==> config.mk <==
export PLATFORM = sky130hd
export DESIGN_NAME = fan_curve_interpolator_flat
export DESIGN_NICKNAME = d
export VERILOG_FILES = /design/src/sv/fci_pkg.sv /design/src/sv/fci_cfg_if.sv /design/src/sv/fci_in_if.sv /design/src/sv/fci_out_if.sv /design/src/sv/fan_curve_interpolator.sv /design/src/flat_wrapper.sv
export SDC_FILE = /design/constraint.sdc
export NUM_CORES = 1
export LEC_CHECK = 0
export BUFFER_PORTS_ARGS = -buffer_cell sky130_fd_sc_hd__buf_4
export CAP_MARGIN = 40
export CORE_MARGIN = 2
export CORE_UTILIZATION = 50
export CTS_BUF_LIST = sky130_fd_sc_hd__clkbuf_8
export DETAILED_ROUTE_END_ITERATION = 8
export PLACE_DENSITY = 0.65
export SYNTH_ARGS = -nofsm -noshare
export SYNTH_HDL_FRONTEND = slang
export SYNTH_SLANG_ARGS = --single-unit
export TNS_END_PERCENT = 5
==> constraint.sdc <==
create_clock -name i_clk -period 8.5 [get_ports i_clk]
set_clock_uncertainty 0.05 [all_clocks]
set_input_delay 0.85 -clock i_clk [delete_from_list [all_inputs] [get_ports i_clk]]
set_output_delay 0.85 -clock i_clk [all_outputs]
set_load 0.05 [all_outputs]
==> src/sv/fci_pkg.sv <==
// Shared types, constants and register codes for the fan curve interpolator.
`default_nettype none

package fci_pkg;

    localparam int TEMP_W     = 13;
    localparam int DUTY_W     = 15;
    localparam int PT_W       = 16;
    localparam int CFG_IDX_W  = 3;
    localparam int CFG_DATA_W = 64;
    localparam int MAX_POINTS = 8;
    localparam int PAIRS      = MAX_POINTS / 2;
    localparam int DIV_STEPS  = PT_W;

    typedef logic signed [TEMP_W-1:0]     t_temp;
    typedef logic [DUTY_W-1:0]            t_duty;
    typedef logic [CFG_IDX_W-1:0]         t_cfg_idx;
    typedef logic [CFG_DATA_W-1:0]        t_cfg_data;

    // Absolute zero in eighths of a degree, and 100 % in 1/256 % units.
    localparam t_temp ABS_ZERO  = -13'sd2185;
    localparam t_duty FULL_DUTY = 15'd25600;

    // Blend modes; the fourth code behaves as CPU only.
    localparam logic [1:0] MODE_CPU = 2'd0;
    localparam logic [1:0] MODE_GPU = 2'd1;
    localparam logic [1:0] MODE_MAX = 2'd2;

    // Configuration register indexes.
    localparam t_cfg_idx REG_BLEND_MODE   = 3'd0;
    localparam t_cfg_idx REG_FLOOR_DUTY   = 3'd1;
    localparam t_cfg_idx REG_POINT_COUNT  = 3'd2;
    localparam t_cfg_idx REG_CURVE_PAIR_0 = 3'd3;
    localparam t_cfg_idx REG_CURVE_PAIR_1 = 3'd4;
    localparam t_cfg_idx REG_CURVE_PAIR_2 = 3'd5;
    localparam t_cfg_idx REG_CURVE_PAIR_3 = 3'd6;

endpackage

`default_nettype wire

==> src/sv/fci_cfg_if.sv <==
// Configuration write channel of the fan curve interpolator.
`default_nettype none

interface fci_cfg_if import fci_pkg::*; ();
    logic      valid;
    logic      ready;
    t_cfg_idx  index;
    t_cfg_data data;

    modport source (output valid, output index, output data, input ready);
    modport sink   (input valid, input index, input data, output ready);
endinterface

`default_nettype wire

==> src/sv/fci_in_if.sv <==
// Input channel carrying the CPU and GPU temperature readings.
`default_nettype none

interface fci_in_if import fci_pkg::*; ();
    logic  valid;
    logic  ready;
    t_temp cpu_temp;
    logic  cpu_valid;
    t_temp gpu_temp;
    logic  gpu_valid;

    modport source (output valid, output cpu_temp, output cpu_valid,
                    output gpu_temp, output gpu_valid, input ready);
    modport sink   (input valid, input cpu_temp, input cpu_valid,
                    input gpu_temp, input gpu_valid, output ready);
endinterface

`default_nettype wire

==> src/sv/fci_out_if.sv <==
// Output channel carrying the fan duty and the blended temperature.
`default_nettype none

interface fci_out_if import fci_pkg::*; ();
    logic  valid;
    logic  ready;
    t_duty fan_duty;
    t_temp blended_temp;

    modport source (output valid, output fan_duty, output blended_temp, input ready);
    modport sink   (input valid, input fan_duty, input blended_temp, output ready);
endinterface

`default_nettype wire

==> src/sv/fan_curve_interpolator.sv <==
// Fan curve interpolator: temperature blending, curve point scan and serial divider.
// A result enters the output register once that register is free. The curve
// registers are scanned one point per cycle (the first point, then the last,
// then upwards from the second), and an interpolated segment then passes the
// 16x16 multiply and the restoring divider, which retires one quotient bit per
// cycle. Requests that land on a curve end, a flat or reversed segment or an
// empty curve skip the divider.
// The output register lets the next request be accepted while a result waits.
// Configuration writes are always accepted and must only be made while idle.
`default_nettype none

module fan_curve_interpolator import fci_pkg::*; (
    input  wire        i_clk,
    input  wire        i_rst_n,
    fci_cfg_if.sink    i_cfg,
    fci_in_if.sink     i_in,
    fci_out_if.source  o_out
);

    localparam logic [2:0] S_IDLE  = 3'd0;
    localparam logic [2:0] S_FIRST = 3'd1;
    localparam logic [2:0] S_LAST  = 3'd2;
    localparam logic [2:0] S_SCAN  = 3'd3;
    localparam logic [2:0] S_MUL   = 3'd4;
    localparam logic [2:0] S_DIV   = 3'd5;
    localparam logic [2:0] S_FIN   = 3'd6;

    localparam int CNT_W = $clog2(DIV_STEPS);
    localparam int IDX_W = $clog2(MAX_POINTS);
    localparam int NUM_W = $clog2(MAX_POINTS + 1);
    localparam logic [CNT_W-1:0] DIV_LAST = CNT_W'(DIV_STEPS - 1);

    // Configuration registers
    logic [1:0]            r_blend_mode;
    t_duty                 r_floor_duty;
    logic [NUM_W-1:0]      r_point_count;
    t_cfg_data             r_curve [PAIRS];

    // Sequencer and datapath registers
    logic [2:0]            r_state, n_state;
    t_temp                 r_temp, n_temp;
    logic [IDX_W-1:0]      r_idx, n_idx;
    logic signed [PT_W-1:0] r_prev_t, n_prev_t;
    logic [PT_W-1:0]       r_prev_d, n_prev_d;
    logic                  r_direct, n_direct;
    logic [PT_W-1:0]       r_raw, n_raw;
    logic [PT_W-1:0]       r_lo, n_lo;
    logic [PT_W-1:0]       r_span, n_span;
    logic [PT_W-1:0]       r_dist, n_dist;
    logic [PT_W-1:0]       r_mag, n_mag;
    logic                  r_neg, n_neg;
    logic [PT_W-1:0]       r_rem, n_rem;
    logic [PT_W-1:0]       r_quo, n_quo;
    logic [CNT_W-1:0]      r_cnt, n_cnt;
    logic                  r_out_valid, n_out_valid;
    t_duty                 r_out_duty, n_out_duty;
    t_temp                 r_out_temp, n_out_temp;

    // Combinational helpers
    logic [31:0]           pt_half;
    logic signed [PT_W-1:0] pt_t;
    logic [PT_W-1:0]       pt_d;
    logic signed [PT_W-1:0] t_ext;
    logic [NUM_W-1:0]      n_pts;
    logic [IDX_W-1:0]      last_idx;
    logic signed [PT_W:0]  span_w;
    logic signed [PT_W:0]  dist_w;
    logic signed [PT_W:0]  dd_w;
    logic signed [PT_W:0]  dd_neg;
    logic [2*PT_W-1:0]     prod;
    logic [PT_W:0]         trial;
    logic [PT_W:0]         trial_diff;
    logic                  trial_ge;
    logic [PT_W:0]         interp;
    logic [PT_W:0]         raw_w;
    t_duty                 floor_sat;
    t_duty                 capped;
    t_duty                 duty;
    t_temp                 cpu_t;
    t_temp                 gpu_t;
    t_temp                 blend_t;
    logic                  in_acc;
    logic                  out_load;

    // ---------------------------------------------------------------
    // Configuration port
    // ---------------------------------------------------------------
    assign i_cfg.ready = 1'b1;

    always_ff @(posedge i_clk) begin
        if (!i_rst_n) begin
            r_blend_mode  <= MODE_CPU;
            r_floor_duty  <= '0;
            r_point_count <= '0;
            for (int k = 0; k < PAIRS; k++) begin
                r_curve[k] <= '0;
            end
        end else if (i_cfg.valid && i_cfg.ready) begin
            unique case (i_cfg.index)
                REG_BLEND_MODE:   r_blend_mode  <= i_cfg.data[1:0];
                REG_FLOOR_DUTY:   r_floor_duty  <= i_cfg.data[DUTY_W-1:0];
                REG_POINT_COUNT:  r_point_count <= i_cfg.data[NUM_W-1:0];
                REG_CURVE_PAIR_0: r_curve[0]    <= i_cfg.data;
                REG_CURVE_PAIR_1: r_curve[1]    <= i_cfg.data;
                REG_CURVE_PAIR_2: r_curve[2]    <= i_cfg.data;
                REG_CURVE_PAIR_3: r_curve[3]    <= i_cfg.data;
                default: ;
            endcase
        end
    end

    // ---------------------------------------------------------------
    // Blending of the two readings at acceptance
    // ---------------------------------------------------------------
    assign cpu_t = i_in.cpu_valid ? i_in.cpu_temp : ABS_ZERO;
    assign gpu_t = i_in.gpu_valid ? i_in.gpu_temp : ABS_ZERO;

    always_comb begin
        unique case (r_blend_mode)
            MODE_GPU: blend_t = gpu_t;
            MODE_MAX: blend_t = (cpu_t > gpu_t) ? cpu_t : gpu_t;
            default:  blend_t = cpu_t;
        endcase
    end

    // ---------------------------------------------------------------
    // Curve point read port and segment arithmetic
    // ---------------------------------------------------------------
    assign pt_half = r_idx[0] ? r_curve[r_idx[IDX_W-1:1]][63:32]
                              : r_curve[r_idx[IDX_W-1:1]][31:0];
    assign pt_t    = signed'(pt_half[PT_W-1:0]);
    assign pt_d    = pt_half[2*PT_W-1:PT_W];
    assign t_ext   = PT_W'(r_temp);

    assign n_pts    = (r_point_count > NUM_W'(MAX_POINTS)) ? NUM_W'(MAX_POINTS)
                                                           : r_point_count;
    assign last_idx = IDX_W'(n_pts - NUM_W'(1));

    assign span_w = (PT_W+1)'(pt_t) - (PT_W+1)'(r_prev_t);
    assign dist_w = (PT_W+1)'(t_ext) - (PT_W+1)'(r_prev_t);
    assign dd_w   = signed'({1'b0, pt_d}) - signed'({1'b0, r_prev_d});
    assign dd_neg = -dd_w;

    // The product's top half is already below the span, so only 16 quotient
    // bits remain to be found.
    assign prod       = r_dist * r_mag;
    assign trial      = {r_rem, r_quo[PT_W-1]};
    assign trial_ge   = trial >= {1'b0, r_span};
    assign trial_diff = trial - {1'b0, r_span};

    // ---------------------------------------------------------------
    // Final clamp
    // ---------------------------------------------------------------
    assign interp    = r_neg ? ({1'b0, r_lo} - {1'b0, r_quo})
                             : ({1'b0, r_lo} + {1'b0, r_quo});
    assign raw_w     = r_direct ? {1'b0, r_raw} : interp;
    assign floor_sat = (r_floor_duty > FULL_DUTY) ? FULL_DUTY : r_floor_duty;
    assign capped    = (raw_w > (PT_W+1)'(FULL_DUTY)) ? FULL_DUTY : raw_w[DUTY_W-1:0];
    assign duty      = (capped < floor_sat) ? floor_sat : capped;

    // ---------------------------------------------------------------
    // Sequencer
    // ---------------------------------------------------------------
    assign i_in.ready = (r_state == S_IDLE);
    assign in_acc     = i_in.valid && (r_state == S_IDLE);
    assign out_load   = (r_state == S_FIN) && (!r_out_valid || o_out.ready);

    always_comb begin
        n_state     = r_state;
        n_temp      = r_temp;
        n_idx       = r_idx;
        n_prev_t    = r_prev_t;
        n_prev_d    = r_prev_d;
        n_direct    = r_direct;
        n_raw       = r_raw;
        n_lo        = r_lo;
        n_span      = r_span;
        n_dist      = r_dist;
        n_mag       = r_mag;
        n_neg       = r_neg;
        n_rem       = r_rem;
        n_quo       = r_quo;
        n_cnt       = r_cnt;
        n_out_valid = r_out_valid && !o_out.ready;
        n_out_duty  = r_out_duty;
        n_out_temp  = r_out_temp;

        unique case (r_state)
            S_IDLE: begin
                if (in_acc) begin
                    n_temp  = blend_t;
                    n_idx   = '0;
                    n_state = S_FIRST;
                end
            end
            S_FIRST: begin
                if (n_pts == '0) begin
                    // Empty curve: a zero raw duty leaves the floor after the clamp.
                    n_direct = 1'b1;
                    n_raw    = '0;
                    n_state  = S_FIN;
                end else if (t_ext <= pt_t) begin
                    n_direct = 1'b1;
                    n_raw    = pt_d;
                    n_state  = S_FIN;
                end else begin
                    n_prev_t = pt_t;
                    n_prev_d = pt_d;
                    n_idx    = last_idx;
                    n_state  = S_LAST;
                end
            end
            S_LAST: begin
                if (t_ext >= pt_t) begin
                    n_direct = 1'b1;
                    n_raw    = pt_d;
                    n_state  = S_FIN;
                end else begin
                    n_idx   = IDX_W'(1);
                    n_state = S_SCAN;
                end
            end
            S_SCAN: begin
                if (t_ext <= pt_t) begin
                    if (span_w[PT_W] || (span_w == '0)) begin
                        // Flat or reversed segment takes the upper point's duty.
                        n_direct = 1'b1;
                        n_raw    = pt_d;
                        n_state  = S_FIN;
                    end else begin
                        n_direct = 1'b0;
                        n_lo     = r_prev_d;
                        n_span   = span_w[PT_W-1:0];
                        n_dist   = dist_w[PT_W-1:0];
                        n_neg    = dd_w[PT_W];
                        n_mag    = dd_w[PT_W] ? dd_neg[PT_W-1:0] : dd_w[PT_W-1:0];
                        n_state  = S_MUL;
                    end
                end else begin
                    n_prev_t = pt_t;
                    n_prev_d = pt_d;
                    n_idx    = r_idx + IDX_W'(1);
                end
            end
            S_MUL: begin
                n_rem   = prod[2*PT_W-1:PT_W];
                n_quo   = prod[PT_W-1:0];
                n_cnt   = '0;
                n_state = S_DIV;
            end
            S_DIV: begin
                n_rem = trial_ge ? trial_diff[PT_W-1:0] : trial[PT_W-1:0];
                n_quo = {r_quo[PT_W-2:0], trial_ge};
                n_cnt = r_cnt + CNT_W'(1);
                if (r_cnt == DIV_LAST) begin
                    n_state = S_FIN;
                end
            end
            S_FIN: begin
                if (out_load) begin
                    n_out_valid = 1'b1;
                    n_out_duty  = duty;
                    n_out_temp  = r_temp;
                    n_state     = S_IDLE;
                end
            end
            default: n_state = S_IDLE;
        endcase
    end

    always_ff @(posedge i_clk) begin
        if (!i_rst_n) begin
            r_state     <= S_IDLE;
            r_out_valid <= 1'b0;
        end else begin
            r_state     <= n_state;
            r_out_valid <= n_out_valid;
        end
        r_temp     <= n_temp;
        r_idx      <= n_idx;
        r_prev_t   <= n_prev_t;
        r_prev_d   <= n_prev_d;
        r_direct   <= n_direct;
        r_raw      <= n_raw;
        r_lo       <= n_lo;
        r_span     <= n_span;
        r_dist     <= n_dist;
        r_mag      <= n_mag;
        r_neg      <= n_neg;
        r_rem      <= n_rem;
        r_quo      <= n_quo;
        r_cnt      <= n_cnt;
        r_out_duty <= n_out_duty;
        r_out_temp <= n_out_temp;
    end

    assign o_out.valid        = r_out_valid;
    assign o_out.fan_duty     = r_out_duty;
    assign o_out.blended_temp = r_out_temp;

    // ---------------------------------------------------------------
    // Assertions
    // ---------------------------------------------------------------
    a_rem_below_span: assert property (@(posedge i_clk) disable iff (!i_rst_n)
        (r_state == S_DIV) |-> (r_rem < r_span))
        else $error("divider remainder not below the segment span");

    a_duty_in_range: assert property (@(posedge i_clk) disable iff (!i_rst_n)
        r_out_valid |-> (r_out_duty <= FULL_DUTY))
        else $error("fan duty above full scale");

    a_div_entry: assert property (@(posedge i_clk) disable iff (!i_rst_n)
        ((r_state == S_DIV) && (r_cnt == '0)) |-> ($past(r_state) == S_MUL))
        else $error("divider started without a product");

endmodule

`default_nettype wire
==> src/flat_wrapper.sv <==
// flat-port wrapper written by rule: the top's interface ports become plain ports
module fan_curve_interpolator_flat import fci_pkg::*;
  (i_clk, i_rst_n, i_cfg_valid, i_cfg_index, i_cfg_data, i_cfg_ready, i_in_valid, i_in_cpu_temp, i_in_cpu_valid, i_in_gpu_temp, i_in_gpu_valid, i_in_ready, o_out_valid, o_out_fan_duty, o_out_blended_temp, o_out_ready);
  fci_cfg_if i_cfg_i ();
  fci_in_if i_in_i ();
  fci_out_if o_out_i ();
  input  wire i_clk;
  input  wire i_rst_n;
  input wire logic [$bits(i_cfg_i.valid)-1:0] i_cfg_valid;
  input wire logic [$bits(i_cfg_i.index)-1:0] i_cfg_index;
  input wire logic [$bits(i_cfg_i.data)-1:0] i_cfg_data;
  output wire logic [$bits(i_cfg_i.ready)-1:0] i_cfg_ready;
  input wire logic [$bits(i_in_i.valid)-1:0] i_in_valid;
  input wire logic [$bits(i_in_i.cpu_temp)-1:0] i_in_cpu_temp;
  input wire logic [$bits(i_in_i.cpu_valid)-1:0] i_in_cpu_valid;
  input wire logic [$bits(i_in_i.gpu_temp)-1:0] i_in_gpu_temp;
  input wire logic [$bits(i_in_i.gpu_valid)-1:0] i_in_gpu_valid;
  output wire logic [$bits(i_in_i.ready)-1:0] i_in_ready;
  output wire logic [$bits(o_out_i.valid)-1:0] o_out_valid;
  output wire logic [$bits(o_out_i.fan_duty)-1:0] o_out_fan_duty;
  output wire logic [$bits(o_out_i.blended_temp)-1:0] o_out_blended_temp;
  input wire logic [$bits(o_out_i.ready)-1:0] o_out_ready;
  assign i_cfg_i.valid = i_cfg_valid;
  assign i_cfg_i.index = i_cfg_index;
  assign i_cfg_i.data = i_cfg_data;
  assign i_cfg_ready = i_cfg_i.ready;
  assign i_in_i.valid = i_in_valid;
  assign i_in_i.cpu_temp = i_in_cpu_temp;
  assign i_in_i.cpu_valid = i_in_cpu_valid;
  assign i_in_i.gpu_temp = i_in_gpu_temp;
  assign i_in_i.gpu_valid = i_in_gpu_valid;
  assign i_in_ready = i_in_i.ready;
  assign o_out_valid = o_out_i.valid;
  assign o_out_fan_duty = o_out_i.fan_duty;
  assign o_out_blended_temp = o_out_i.blended_temp;
  assign o_out_i.ready = o_out_ready;
  fan_curve_interpolator u_core (.i_clk(i_clk), .i_rst_n(i_rst_n), .i_cfg(i_cfg_i), .i_in(i_in_i), .o_out(o_out_i));
endmodule
==> results.tsv <==
stage	metric	value	unit
run_status	outcome	finished, final reports clean	
timing	Slew Viols, Final	0	
logic_synthesis	Syn. warnings	0	
timing	Period Utilization, post-route	87.12	%
clock_tree	clk slew on worst S/H paths	0.06	ns
logic_synthesis	sequential area share after synthesis	41.04	%
die	chip width	265.7	um
layout	synthesis-to-finish area growth	10.48	%
clock_tree	cts hold-fix bufs	0	
die	area of the die	70590	um2
logic_synthesis	Synth top area share	39.46	%
hold_path	worst min path class	register to register	
grt	vias in the first global route	24660	
logic_synthesis	synth unique cells	86	
critical_path	critical path type	register to register	
place	placed cell areas	36270	um2
grt	GRT Util Overall	24.53	%
layout	layout cells sized above 1	11.94	%
place	GP Congestion	0.8959	
die	die height	265.7	um
drt	DRT Wirelength	84.67	mm
critical_path	worst stage delay on the critical path	0.57	ns
grt	Remaining Overflow, GRT	0	
timing	FMAX	135.0	MHz
clock_tree	postcts setup bufs	0	
timing	Final Hold Fails	0	
layout	final core utilization	56.03	%
drt	Detail Route Antenna Nets	0	
drt	WL/cell	20.20	um
timing	RSZ-0062 raised after global routing	false	
drt	Iter 0 DRT Violations	1502	
layout	Top reg by flops	u_core.r_curve	
timing	Rel. slew slack	41.36	%
critical_path	crit path DAT	7.71	ns
die	core area	67510	um2
die	IO Pins	131	
layout	fin nets	3786	
clock_tree	# clock sinks	477	
critical_path	Worst Path Max Fanout	15	
timing	Tmin final	7.405	ns
place	Port Buffer Count	129	
clock_tree	H-tree Lvls	3	
drt	router iterations before antenna repair	5	
logic_synthesis	Synth area leader	edfxtp_1	
logic_synthesis	most common cell in the netlist	edfxtp_1	
critical_path	crit end category	register	
timing	final setup violation count	0	
logic_synthesis	Mapped Avg Cell Area	10.94	um2
drt	vias per cell	5.623	
grt	initial antenna violation count	5	
logic_synthesis	synth top area cells	edfxtp_1 (39%), fa_1 (12%), ha_1 (8.5%)	
place	post-detail-place hpwl	61.71	mm
timing	Worst-Margin Slew	0.8778	ns
logic_synthesis	post-synthesis cell count	3130	
timing	Fin Setup TNS	0	ns
layout	fin area	37830	um2
die	FP Rows	95	
drt	via count	23570	
logic_synthesis	Post-synth top cells	edfxtp_1 (450), and2_1 (387), inv_1 (365)	
logic_synthesis	area of the mapped netlist	34240	um2
grt	first-pass GRT wire length	135.0	mm
clock_tree	clk_lat worst skew	0.67	ns
clock_tree	cts repair resizes	0	
logic_synthesis	syn_nets	3662	
critical_path	startpoint types	register	
clock_tree	CTS tree	built	
logic_synthesis	Post-synth EDFFs	450	
clock_tree	CTS max path bufs	3	
clock_tree	Num CTS Buffers	79	
die	Initial Util	50.72	%
run	max cap viols	0	
drt	# DRC	0	
grt	largest net degree at the start of global routing	66	
logic_synthesis	Synth Flop Type	edfxtp_1	
logic_synthesis	Async SR Flop Fraction	0	%
logic_synthesis	FF+latch count, synth	477	
critical_path	CP max stage cell	nor4_1	
clock_tree	clock tree root driver cell	clkbuf_8	
layout	max reg flops	256	
critical_path	Crit path required time	8.81	ns
[cell usage in the layout (no fill, tap or decap), drive strengths merged, types with 11 or more instances in the layout]
cell type	synthesis	routed
nor2b	38	38
a21o	38	38
mux2i	33	33
o21ai	101	101
a21oi	116	116
nand2	304	304
nor3	35	35
xor2	30	30
inv	365	388
ha	233	233
clkbuf	105	84
and3	16	16
o21a	36	36
and2	387	387
nand2b	41	41
clkinv	2	33
a211oi	18	18
mux4	64	64
fa	199	199
nor4	14	14
o22ai	16	16
edfxtp	450	450
xnor2	69	69
buf	15	162
nor2	143	143
dfxtp	27	27
a31oi	11	11
mux2	18	18
nand4	12	12
nand3	29	29
[cell families after synthesis]
| family | synth area share (%) |
|---|---|
| AOI/OAI and AO/OA | 9.095 |
| xor gates and xnor gates | 2.532 |
| adders and majority gates | 20.15 |
| buffers and inverters | 5.386 |
| DFF | 41.04 |
| muxes | 5.766 |
| other | 0.01095 |
| and+or+nand+nor | 16.02 |
[per-layer routing]
layer | part of all wire (%) | GRT usage, %
met5 | 0.050 | 0
met4 | 2.8 | 8.381
met3 | 5.9 | 4.030
met2 | 49 | 41.47
met1 | 43 | 32.20
[path summary, 6_finish.rpt]
path / startpoint / endpoint / slack, ns / depth (start not counted)
setup reg to reg: u_core.r_quo[2]$_DFFE_PP_ / u_core.o_out.fan_duty[2]$_DFFE_PP_ / 1.10 / 28
hold reg to reg: u_core.r_prev_d[3]$_DFFE_PP_ / u_core.r_lo[3]$_DFFE_PP_ / 0.39 / 0
hold / removal: u_core.r_prev_d[3]$_DFFE_PP_ / u_core.r_lo[3]$_DFFE_PP_ / 0.39 / 0
setup / recovery: u_core.r_quo[2]$_DFFE_PP_ / u_core.o_out.fan_duty[2]$_DFFE_PP_ / 1.10 / 28
[critical path: cells and delay by family (launching register included)]
kind / cells / cell delay (ns)
AO/OA/AOI/OAI: 12 / 2.91
XOR/XNOR: 2 / 0.41
adder cells (fa/ha/maj): 2 / 0.63
flip-flops: 1 / 0.44
AND/OR/NAND/NOR: 12 / 2.66
[through the flow]
step | setup slack [ns] | hold WS, ns | instances
CTS | 1.071 | 0.3675 | 4190
global placement | 1.186 | 0.3849 | 4040
global route | 0.5435 | 0.4050 | 4192
floorplan | 1.818 | 0.3764 | 3130
detailed placement | 1.087 | 0.3839 | 4046
finish | 1.095 | 0.3948 | 4192
[layout make-up]
type	instances	area, um2
Multi-Input combinational cell	2166	18440
Timing Repair Buffer	163	1303
Tap cell	873	1092
Antenna cell	2	5.005
Fill cell	5829	29680
Inverter	367	1378
Sequential cell	477	14060
Clock inverter	60	400.4
Clock buffer	84	1156
Power is not shown: default switching activity piles up to over one toggle a cycle in this logic, so the estimate is an artifact.
